===== src/hdl/assert_macros.svh =====
// Assertion macros shared by the grid keypoint suppression RTL.
// Used by the top level; expects a clock named clk and reset named rst in scope.
`ifndef ASSERT_MACROS_SVH
`define ASSERT_MACROS_SVH

// Same-cycle implication, checked out of reset.
`define GKN_ASSERT_NOW(label, ante, cons) \
  label: assert property (@(posedge clk) disable iff (rst) (ante) |-> (cons)) \
    else $error("grid keypoint suppression check failed");

// Next-cycle implication, checked out of reset.
`define GKN_ASSERT_NEXT(label, ante, cons) \
  label: assert property (@(posedge clk) disable iff (rst) (ante) |=> (cons)) \
    else $error("grid keypoint suppression check failed");

`endif


===== src/hdl/gkn_pkg.sv =====
// Shared types and constants for the grid keypoint suppression block.
// No dependencies; imported by every module of the block but gkn_cell_mem.
package gkn_pkg;

  localparam int MAX_WIDTH_DEF  = 1024;
  localparam int MAX_HEIGHT_DEF = 512;
  localparam int MAX_RADIUS     = 15;

  // field widths
  localparam int ACT_W  = 2;
  localparam int XPOS_W = 10;
  localparam int YPOS_W = 9;
  localparam int GW_W   = 11;
  localparam int GH_W   = 10;
  localparam int RAD_W  = 4;
  localparam int CFG_IDX_W  = 2;
  localparam int CFG_DATA_W = 11;
  // wide enough for any size up to 4096 plus one
  localparam int SZ_W = 13;

  // clear generation tag stored with each cell
  localparam int EPOCH_W = 4;
  localparam int CELL_W  = 2;
  localparam int MEM_DW  = EPOCH_W + CELL_W;

  localparam logic [RAD_W-1:0] RAD_MAX = RAD_W'(MAX_RADIUS);

  localparam logic [ACT_W-1:0] ACT_CLEAR = 2'd0;
  localparam logic [ACT_W-1:0] ACT_MARK  = 2'd1;
  localparam logic [ACT_W-1:0] ACT_TEST  = 2'd2;

  localparam logic [CELL_W-1:0] CELL_EMPTY   = 2'd0;
  localparam logic [CELL_W-1:0] CELL_PENDING = 2'd1;
  localparam logic [CELL_W-1:0] CELL_KEPT    = 2'd2;

  localparam logic [CFG_IDX_W-1:0] REG_GRID_WIDTH  = 2'd0;
  localparam logic [CFG_IDX_W-1:0] REG_GRID_HEIGHT = 2'd1;
  localparam logic [CFG_IDX_W-1:0] REG_RADIUS      = 2'd2;

  localparam logic [GW_W-1:0]  GW_RESET  = 11'd640;
  localparam logic [GH_W-1:0]  GH_RESET  = 10'd480;
  localparam logic [RAD_W-1:0] RAD_RESET = 4'd4;

  // status from the sequencer to the top level
  typedef struct packed {
    logic busy;
    logic res_load;
    logic res_kept;
  } seq_status_t;

endpackage


===== src/hdl/gkn_seq.sv =====
// Sequencer and neighborhood walker: drives the cell memory one access per cycle.
// Depends on gkn_pkg.
module gkn_seq #(
  parameter int XW = 10,
  parameter int YW = 9
) (
  input  logic                        clk,
  input  logic                        rst,
  input  logic                        start,
  input  logic [gkn_pkg::ACT_W-1:0]   act_in,
  input  logic [XW-1:0]               x_in,
  input  logic [YW-1:0]               y_in,
  input  logic [XW-1:0]               wm1,
  input  logic [YW-1:0]               hm1,
  input  logic [gkn_pkg::RAD_W-1:0]   rad,
  input  logic                        out_free,
  output gkn_pkg::seq_status_t        status,
  output logic                        mem_wr_en,
  output logic                        mem_rd_en,
  output logic [XW+YW-1:0]            mem_addr,
  output logic [gkn_pkg::MEM_DW-1:0]  mem_wr_data,
  input  logic [gkn_pkg::MEM_DW-1:0]  mem_rd_data
);
  import gkn_pkg::*;

  localparam int AW = XW + YW;

  localparam logic [2:0] S_IDLE   = 3'd0;
  localparam logic [2:0] S_LOOK   = 3'd1;
  localparam logic [2:0] S_DECIDE = 3'd2;
  localparam logic [2:0] S_WALK   = 3'd3;
  localparam logic [2:0] S_CENTRE = 3'd4;
  localparam logic [2:0] S_OUT    = 3'd5;
  localparam logic [2:0] S_SWEEP  = 3'd6;

  localparam logic [EPOCH_W-1:0] EPOCH_LAST = '1;

  logic [2:0]         state;
  logic [ACT_W-1:0]   act;
  logic [XW-1:0]      cx, x0, x1, wx;
  logic [YW-1:0]      cy, y0, y1, wy;
  logic [EPOCH_W-1:0] epoch;
  logic [AW-1:0]      sweep_cnt;
  logic               kept_r;

  logic [XW-1:0]      x0_next, x1_next;
  logic [YW-1:0]      y0_next, y1_next;
  logic [XW:0]        xs;
  logic [YW:0]        ys;
  logic [XW-1:0]      rx;
  logic [YW-1:0]      ry;
  logic [CELL_W-1:0]  rd_status;

  // neighborhood bounds, clipped to the grid in use
  always_comb begin
    rx = XW'(rad);
    ry = YW'(rad);
    x0_next = (cx >= rx) ? cx - rx : '0;
    y0_next = (cy >= ry) ? cy - ry : '0;
    xs = {1'b0, cx} + {1'b0, rx};
    ys = {1'b0, cy} + {1'b0, ry};
    x1_next = (xs > {1'b0, wm1}) ? wm1 : xs[XW-1:0];
    y1_next = (ys > {1'b0, hm1}) ? hm1 : ys[YW-1:0];
  end

  // a cell written before the last clear reads as empty
  assign rd_status = (mem_rd_data[MEM_DW-1:CELL_W] == epoch) ? mem_rd_data[CELL_W-1:0]
                                                               : CELL_EMPTY;

  always_ff @(posedge clk) begin
    if (rst) begin
      state     <= S_SWEEP;
      epoch     <= '0;
      sweep_cnt <= '0;
    end else begin
      unique case (state)
        S_IDLE: begin
          if (start) begin
            if (act_in == ACT_CLEAR) begin
              if (epoch == EPOCH_LAST) begin
                epoch     <= '0;
                sweep_cnt <= '0;
                state     <= S_SWEEP;
              end else begin
                epoch <= epoch + 1'b1;
              end
            end else if (act_in == ACT_MARK || act_in == ACT_TEST) begin
              state <= S_LOOK;
            end
          end
        end
        S_LOOK: state <= S_DECIDE;
        S_DECIDE: begin
          if (act == ACT_MARK) begin
            state <= S_IDLE;
          end else if (rd_status == CELL_PENDING) begin
            state <= S_WALK;
          end else begin
            state <= S_OUT;
          end
        end
        S_WALK: begin
          if (wx == x1 && wy == y1) begin
            state <= S_CENTRE;
          end
        end
        S_CENTRE: state <= S_OUT;
        S_OUT: begin
          if (out_free) begin
            state <= S_IDLE;
          end
        end
        S_SWEEP: begin
          sweep_cnt <= sweep_cnt + 1'b1;
          if (&sweep_cnt) begin
            state <= S_IDLE;
          end
        end
        default: state <= S_IDLE;
      endcase
    end
  end

  // datapath registers, no reset needed
  always_ff @(posedge clk) begin
    if (state == S_IDLE && start) begin
      act <= act_in;
      cx  <= x_in;
      cy  <= y_in;
    end
    if (state == S_LOOK) begin
      x0 <= x0_next;
      x1 <= x1_next;
      y0 <= y0_next;
      y1 <= y1_next;
    end
    if (state == S_DECIDE) begin
      wx     <= x0;
      wy     <= y0;
      kept_r <= 1'b0;
    end
    if (state == S_WALK) begin
      // advance along the row, wrap to the next row
      if (wx == x1) begin
        wx <= x0;
        wy <= wy + 1'b1;
      end else begin
        wx <= wx + 1'b1;
      end
    end
    if (state == S_CENTRE) begin
      kept_r <= 1'b1;
    end
  end

  always_comb begin
    mem_wr_en   = 1'b0;
    mem_rd_en   = 1'b0;
    mem_addr    = {cy, cx};
    mem_wr_data = {epoch, CELL_EMPTY};
    unique case (state)
      S_LOOK: mem_rd_en = 1'b1;
      S_DECIDE: begin
        mem_wr_en   = (act == ACT_MARK) && (rd_status == CELL_EMPTY);
        mem_wr_data = {epoch, CELL_PENDING};
      end
      S_WALK: begin
        mem_wr_en = 1'b1;
        mem_addr  = {wy, wx};
      end
      S_CENTRE: begin
        mem_wr_en   = 1'b1;
        mem_wr_data = {epoch, CELL_KEPT};
      end
      S_SWEEP: begin
        mem_wr_en   = 1'b1;
        mem_addr    = sweep_cnt;
        mem_wr_data = {{EPOCH_W{1'b0}}, CELL_EMPTY};
      end
      default: ;
    endcase
  end

  assign status.busy     = (state != S_IDLE);
  assign status.res_load = (state == S_OUT) && out_free;
  assign status.res_kept = kept_r;

endmodule


===== config.mk =====
export PLATFORM = sky130hd
export DESIGN_NAME = gkn_seq
export DESIGN_NICKNAME = d
export VERILOG_FILES = /design/src/hdl/assert_macros.svh /design/src/hdl/gkn_pkg.sv /design/src/hdl/gkn_seq.sv
export SDC_FILE = /design/constraint.sdc
export NUM_CORES = 1
export LEC_CHECK = 0
export BUFFER_PORTS_ARGS = -buffer_cell sky130_fd_sc_hd__buf_2
export CORE_MARGIN = 3
export CORE_UTILIZATION = 59
export CTS_CLUSTER_DIAMETER = 50
export DETAILED_ROUTE_END_ITERATION = 7
export PLACE_DENSITY = 0.84
export SLEW_MARGIN = 20
export SYNTH_ARGS = -nofsm -noshare
export SYNTH_HDL_FRONTEND = slang
export SYNTH_SLANG_ARGS = --single-unit

===== constraint.sdc =====
create_clock -name clk -period 6.16 [get_ports clk]
set_clock_uncertainty 0.1 [all_clocks]
set_input_delay 1.848 -clock clk [delete_from_list [all_inputs] [get_ports clk]]
set_output_delay 1.848 -clock clk [all_outputs]
set_load 0.02 [all_outputs]

# Word-level counts from Yosys, hierarchy flattened
# Cells that the tools add are included.
[word_totals] mem_bits_rw=0 ff_bits=105 word_cells=91 input_bits=54 latchBits=0 memories=0 romBits=0
[classes] n_bitwise=0 n_mul=0 n_div=0 n_addsub=8 magnitude_cmp=4 shift=0 mux=28 n_eq_ne=22 n_reduce_logical=16
[ops] cell="$pmux 19 s2" count=2
[ops] cell="$mux 19" count=3
[ops] cell="$mux 10" count=4
[ops] cell="$mux 9" count=4
[ops] cell="$mux 3" count=9
[ops] cell="$pmux 3 s7" count=1
[ops] cell="$add 19x1->19 const B" count=1
[ops] cell="$reduce_and 19->1" count=1
[ops] cell="$pmux 6 s3" count=1
[ops] cell="$ne 2x2->1 const B" count=6
[ops] cell="$add 10x4->11" count=1
[ops] cell="$gt 11x10->1" count=1
[ops] cell="$add 10x1->10 const B" count=1
[ops] cell="$add 9x4->10" count=1
[ops] cell="$eq 10x10->1" count=1
[ops] cell="$ge 10x4->1" count=1
[ops] cell="$gt 10x9->1" count=1
[ops] cell="$sub 10x4->10" count=1
[ops] cell="$add 9x1->9 const B" count=1
[ops] cell="$eq 3x3->1 const B" count=3
[ops] cell="$eq 9x9->1" count=1
[ops] cell="$ge 9x4->1" count=1
[ops] cell="$sub 9x4->9" count=1
[ops] cell="$eq 2x1->1 const B" count=3
[ops] cell="21 further kinds" count=28

# Logic depth before layout (Yosys ltp)
[logic_depth] ltp_word=6 mapped_depth=15 ltp_nobuf=14

# Least setup slack after synthesis
# Ideal clock, no wire load.
[synth_path] kind="register to output" start="register state[0]" end="output mem_rd_en" arrival_ns=3.756 slack_ns=0.456 path_stages_with_launch=3 n_path_buf=1 required_time_ns=4.212 path_cell_list="dfxtp_1 -> buf_4 -> nor3b_1"
[synth_via] elab_chain_len=2
[synth_lines] item="start: declaration" line_no="gkn_seq.sv:38" rtl="logic [2:0] state;"
[synth_lines] item="start signal: assignment" line_no="gkn_seq.sv:72" rtl="state <= S_SWEEP;"
[synth_lines] item="start signal: assignment" line_no="gkn_seq.sv:83" rtl="state <= S_SWEEP;"
[synth_lines] item="start signal: assignment" line_no="gkn_seq.sv:88" rtl="state <= S_LOOK;"
[synth_lines] item="$eq 3x1->1" line_no="gkn_seq.sv:161" rtl="unique case (state)"
[synth_lines] item="$mux 1" line_no="gkn_seq.sv:161"
[synth_lines] item="end: declaration" line_no="gkn_seq.sv:19" rtl="output logic mem_rd_en,"
# Every way passes these cells.

# Worst setup path in the final report
[layout_path] start="input rad[1] (netlist name)" end="register x1[7], data pin"
[layout_via] elab_chain_len=3
[layout_lines] item="start: declaration" line_no="gkn_seq.sv:15" rtl="input logic [gkn_pkg::RAD_W-1:0] rad,"
[layout_lines] item="$add 10x4->11 (*)" line_no="gkn_seq.sv:60" rtl="xs = {1'b0, cx} + {1'b0, rx};"
[layout_lines] item="$gt 11x10->1" line_no="gkn_seq.sv:62" rtl="x1_next = (xs > {1'b0, wm1}) ? wm1 : xs[XW-1:0];"
[layout_lines] item="$mux 10 (*)" line_no="gkn_seq.sv:62"
[layout_lines] item="net x1_next[7]" line_no="gkn_seq.sv:46" rtl="logic [XW-1:0] x0_next, x1_next;"
[layout_lines] item="end signal: assignment" line_no="gkn_seq.sv:133" rtl="x1 <= x1_next;"
[layout_lines] item="end: declaration" line_no="gkn_seq.sv:40" rtl="logic [XW-1:0] cx, x0, x1, wx;"
# The timed path passes the listed nets; every way through them passes the cells marked *.
# A chain may end at the register's enable or synchronous reset.

==> key figures <==
Power and ir drop
  • Sw Ratio: between 30% and 40%
  • VDD IR-drop max: 0.0002508 V
  • P_sw: 0.9754 mW
  • Int Pwr: 1.468 mW
  • Pleak: 2.981 nW
  • Sequential Power Share: between 40% and 50%
  • Combinational share of power: 37.3%
  • Pwr dens: 332.3 mW/mm^2
  • Clk pwr share: 22.0%

Clock tree
  • Post-CTS setup buffers: 0
  • Post-cts sizing count: 0
  • Total CTS buffers: 9
  • Clock Tree Buf Depth: 2
  • Clock sink total: 105
  • CTS tree: yes
  • CTS root buf: clkbuf_16
  • Clock slew at reported path FFs: 0.07 ns
  • H-tree depth: 3
  • Hold_buf cts: 0
  • Clk Latency, worst-skew pair: 0.35 ns

Synthesis
  • Largest cells by area after synthesis: edfxtp_1 31%, dfxtp_1 11%, ha_1 7.3%
  • Post-synth top area cell: edfxtp_1
  • FF+latch count, synth: 105
  • Ys flop type: edfxtp_1
  • Most common cell in the netlist: edfxtp_1
  • Yosys cell types: 65
  • Sequential area share after synthesis: a little over two fifths
  • Asr flop ratio synth: 0%
  • Syn avg cell area: 9.615 um^2
  • Post-synth top area share: 31.19%
  • Ys Warns: 0
  • Mapped Area: 0.006644 mm^2
  • Syn Inst Count: 691
  • Post-synth EDFFs: 69
  • Commonest cells in the netlist: 69 x edfxtp_1, 67 x nand2_1, 65 x nor2_1
  • Synth Net Count: around 800

Timing
  • Setup tns final: 0 ns
  • Fmax: 193.7 MHz
  • Final hold vios: 0
  • Rel. slew slack: roughly a third
  • Final min period: 5.164 ns
  • # setup viols final: 0
  • Least-Margin Pin Slew: 0.9977 ns
  • Final Max Tran Viols: 0
  • Fin crit share: 83.83%
  • Unrepaired setup endpoints after global routing: no

Global route
  • Total Routing Usage GR: 24.63%
  • Largest net degree at the start of global routing: 40
  • Vias in the first global route: 5206
  • Initial antenna violation count: 0
  • First-pass GRT wire length: around 25000 um
  • Grt ovf: 0

Layout
  • N_diodes: 0
  • Register area: 0.002793 mm^2
  • Area taken by multi-input logic gates: 0.003521 mm^2
  • Layout cell share with drive strength beyond 1: between 15 and 20%
  • Area delta synth->final: 10.66%
  • Nets: 850
  • Fin area: between 0.007 and 0.008 mm^2
  • Fill count: 843

Worst setup path
  • Arr. time, crit path: slightly above 5 ns
  • CP required: 6.16 ns
  • CP Class: input pin to register
  • FF-to-FF End: x1[7]
  • Setup crit end kind: register
  • Worst setup SP type: input pin
  • Reg2Reg Setup Slack: 2.23 ns
  • Worst R2R Path Depth: 14
  • Worst r2r src: cx[0]
  • CP max FO: 10
  • End of the critical path: x1[7]
  • Crit path launch: rad[1]

Die
  • Rows: 38
  • Die width: about 110 um
  • Initial Utilization: 60.76%
  • Core area: approximately 0.011 mm^2
  • Io pins: 84
  • Total die area: 0.01257 mm^2
  • DIE HEIGHT: roughly 110 um

Drt
  • Initial DRC count: 367
  • Vias/cell: 5.927
  • DR vias: 5322
  • Avg WL per Cell: 17.10 um
  • Router iterations before antenna repair: 5
  • DRC viols: 0
  • Number of routed nets with antenna violations: 0
  • Final WL: between 15000 and 20000 um

Place
  • IO buf count: 83
  • Placed Area: 0.007081 mm^2
  • Gpl congestion: ~1.0
  • Post-DP HPWL: ~12000 um

Run
  • Max Cap Viol: 0

Outcome
  • Status: finished clean

Min path
  • Worst Hold Class: register to register
[critical path, cell delays in order]
cell and delay (ns):
buf_2 0.19, inv_1 0.12, fa_1 0.46, o21bai_1 0.15, a21oi_1 0.11, nor2_1 0.24
and3_1 0.22, xor2_1 0.22, ha_1 0.29, a21o_1 0.17, a21oi_1 0.20, o2111ai_1 0.15
a32o_1 0.40, mux2_1 0.39
[through the flow]
| step | utilization, % | power (mW) | setup slack (ns) | std cells | hold slack [ns] |
|---|---|---|---|---|---|
| 4_1_cts | 67.23 | 2.443 | 1.006 | 898 | 0.3780 |
| 3_5_place_dp | 64.75 | 1.911 | 0.6304 | 882 | 0.3412 |
| 3_3_place_gp | 64.75 | 1.882 | 0.8936 | 882 | 0.3316 |
| 2_1_floorplan | - | 1.662 | 0.4556 | 691 | 0.3191 |
| 6_report | 67.23 | 2.443 | 0.9962 | 898 | 0.3658 |
| 5_1_grt | 67.23 | 2.580 | 0.7216 | 898 | 0.3960 |
[layout make-up]
| class | instances | share of cell area (%) |
|---|---|---|
| clock buffer | 9 | 3.063 |
| multi-input combinational | 509 | 47.89 |
| inverter | 43 | 2.195 |
| tap | 140 | 2.383 |
| clock inverter | 7 | 0.6297 |
| timing repair buffer | 85 | 5.854 |
| sequential | 105 | 37.99 |
[cell usage in the layout (no fill, tap or decap), types with 4 or more instances in the layout]
cell type  synthesis  final
a21o_1             6      6
a21oi_1           36     36
a22oi_1           20     20
a311oi_1           4      4
and3_1            13     13
buf_2             13     83
clkbuf_16          0      9
dfxtp_1           36     36
edfxtp_1          69     69
fa_1               4      4
ha_1              39     39
inv_1             42     42
mux2_1            15     15
mux2i_1            8      8
nand2_1           67     67
nand2b_1           8      8
nand3_1           19     19
nand4_1           15     15
nor2_1            65     65
nor2b_1           15     15
nor3_1            19     19
nor4_1             5      5
o21ai_0           15     15
o21ai_1            5      5
o21bai_1           4      4
or3_1              6      6
xnor2_1           46     46
xor2_1            23     23
[power by group through the flow]
stage	clock network [mW]	logic (mW)	registers (mW)
floorplan	0	0.727	0.935
global placement	0	0.880	1.00
detailed placement	0	0.906	1.01
CTS	0.543	0.911	0.990
global route	0.570	1.00	1.01
finish	0.538	0.911	0.994
[metal layers]
layer  track usage [%]  up-vias  wire length (um)
met2             42.43      222              7642
met1             32.02     2505              6384
met3             2.857       29               970
met4             9.215        0               355
met5                 0        -                 0
li1                  -     2566                 -
[how the worst min path moves through the flow]
stage               startpoint  endpoint  depth (start not counted)
detailed placement       y0[0]     wy[0]                          1
global route            kept_r    kept_r                          1
finish                  kept_r    kept_r                          1
CTS                     kept_r    kept_r                          1
global placement         y0[0]     wy[0]                          1
floorplan                y0[0]     wy[0]                          1
[flip-flops by register name, summed over array words and instances (netlist names)]
signal     cells
x0            10
act            2
y1             9
cx            10
x1            10
sweep_cnt     19
cy             9
kept_r         1
y0             9
wx            10
wy             9
epoch          4
state          3
[logic make-up (layout without fill, tap and decap cells)]
family,after synthesis,after routing,share of synthesized area (%)
buffers and inverters,77,144,5.047
AO/OA/AOI/OAI,113,113,11.28
adder cells (fa/ha/maj),43,43,8.550
XOR/XNOR,69,69,9.096
multiplexers,26,26,4.256
flip-flops,105,105,42.03
AND/OR/NAND/NOR,258,258,19.74
No activity file was read; power rests on OpenSTA's default activity.
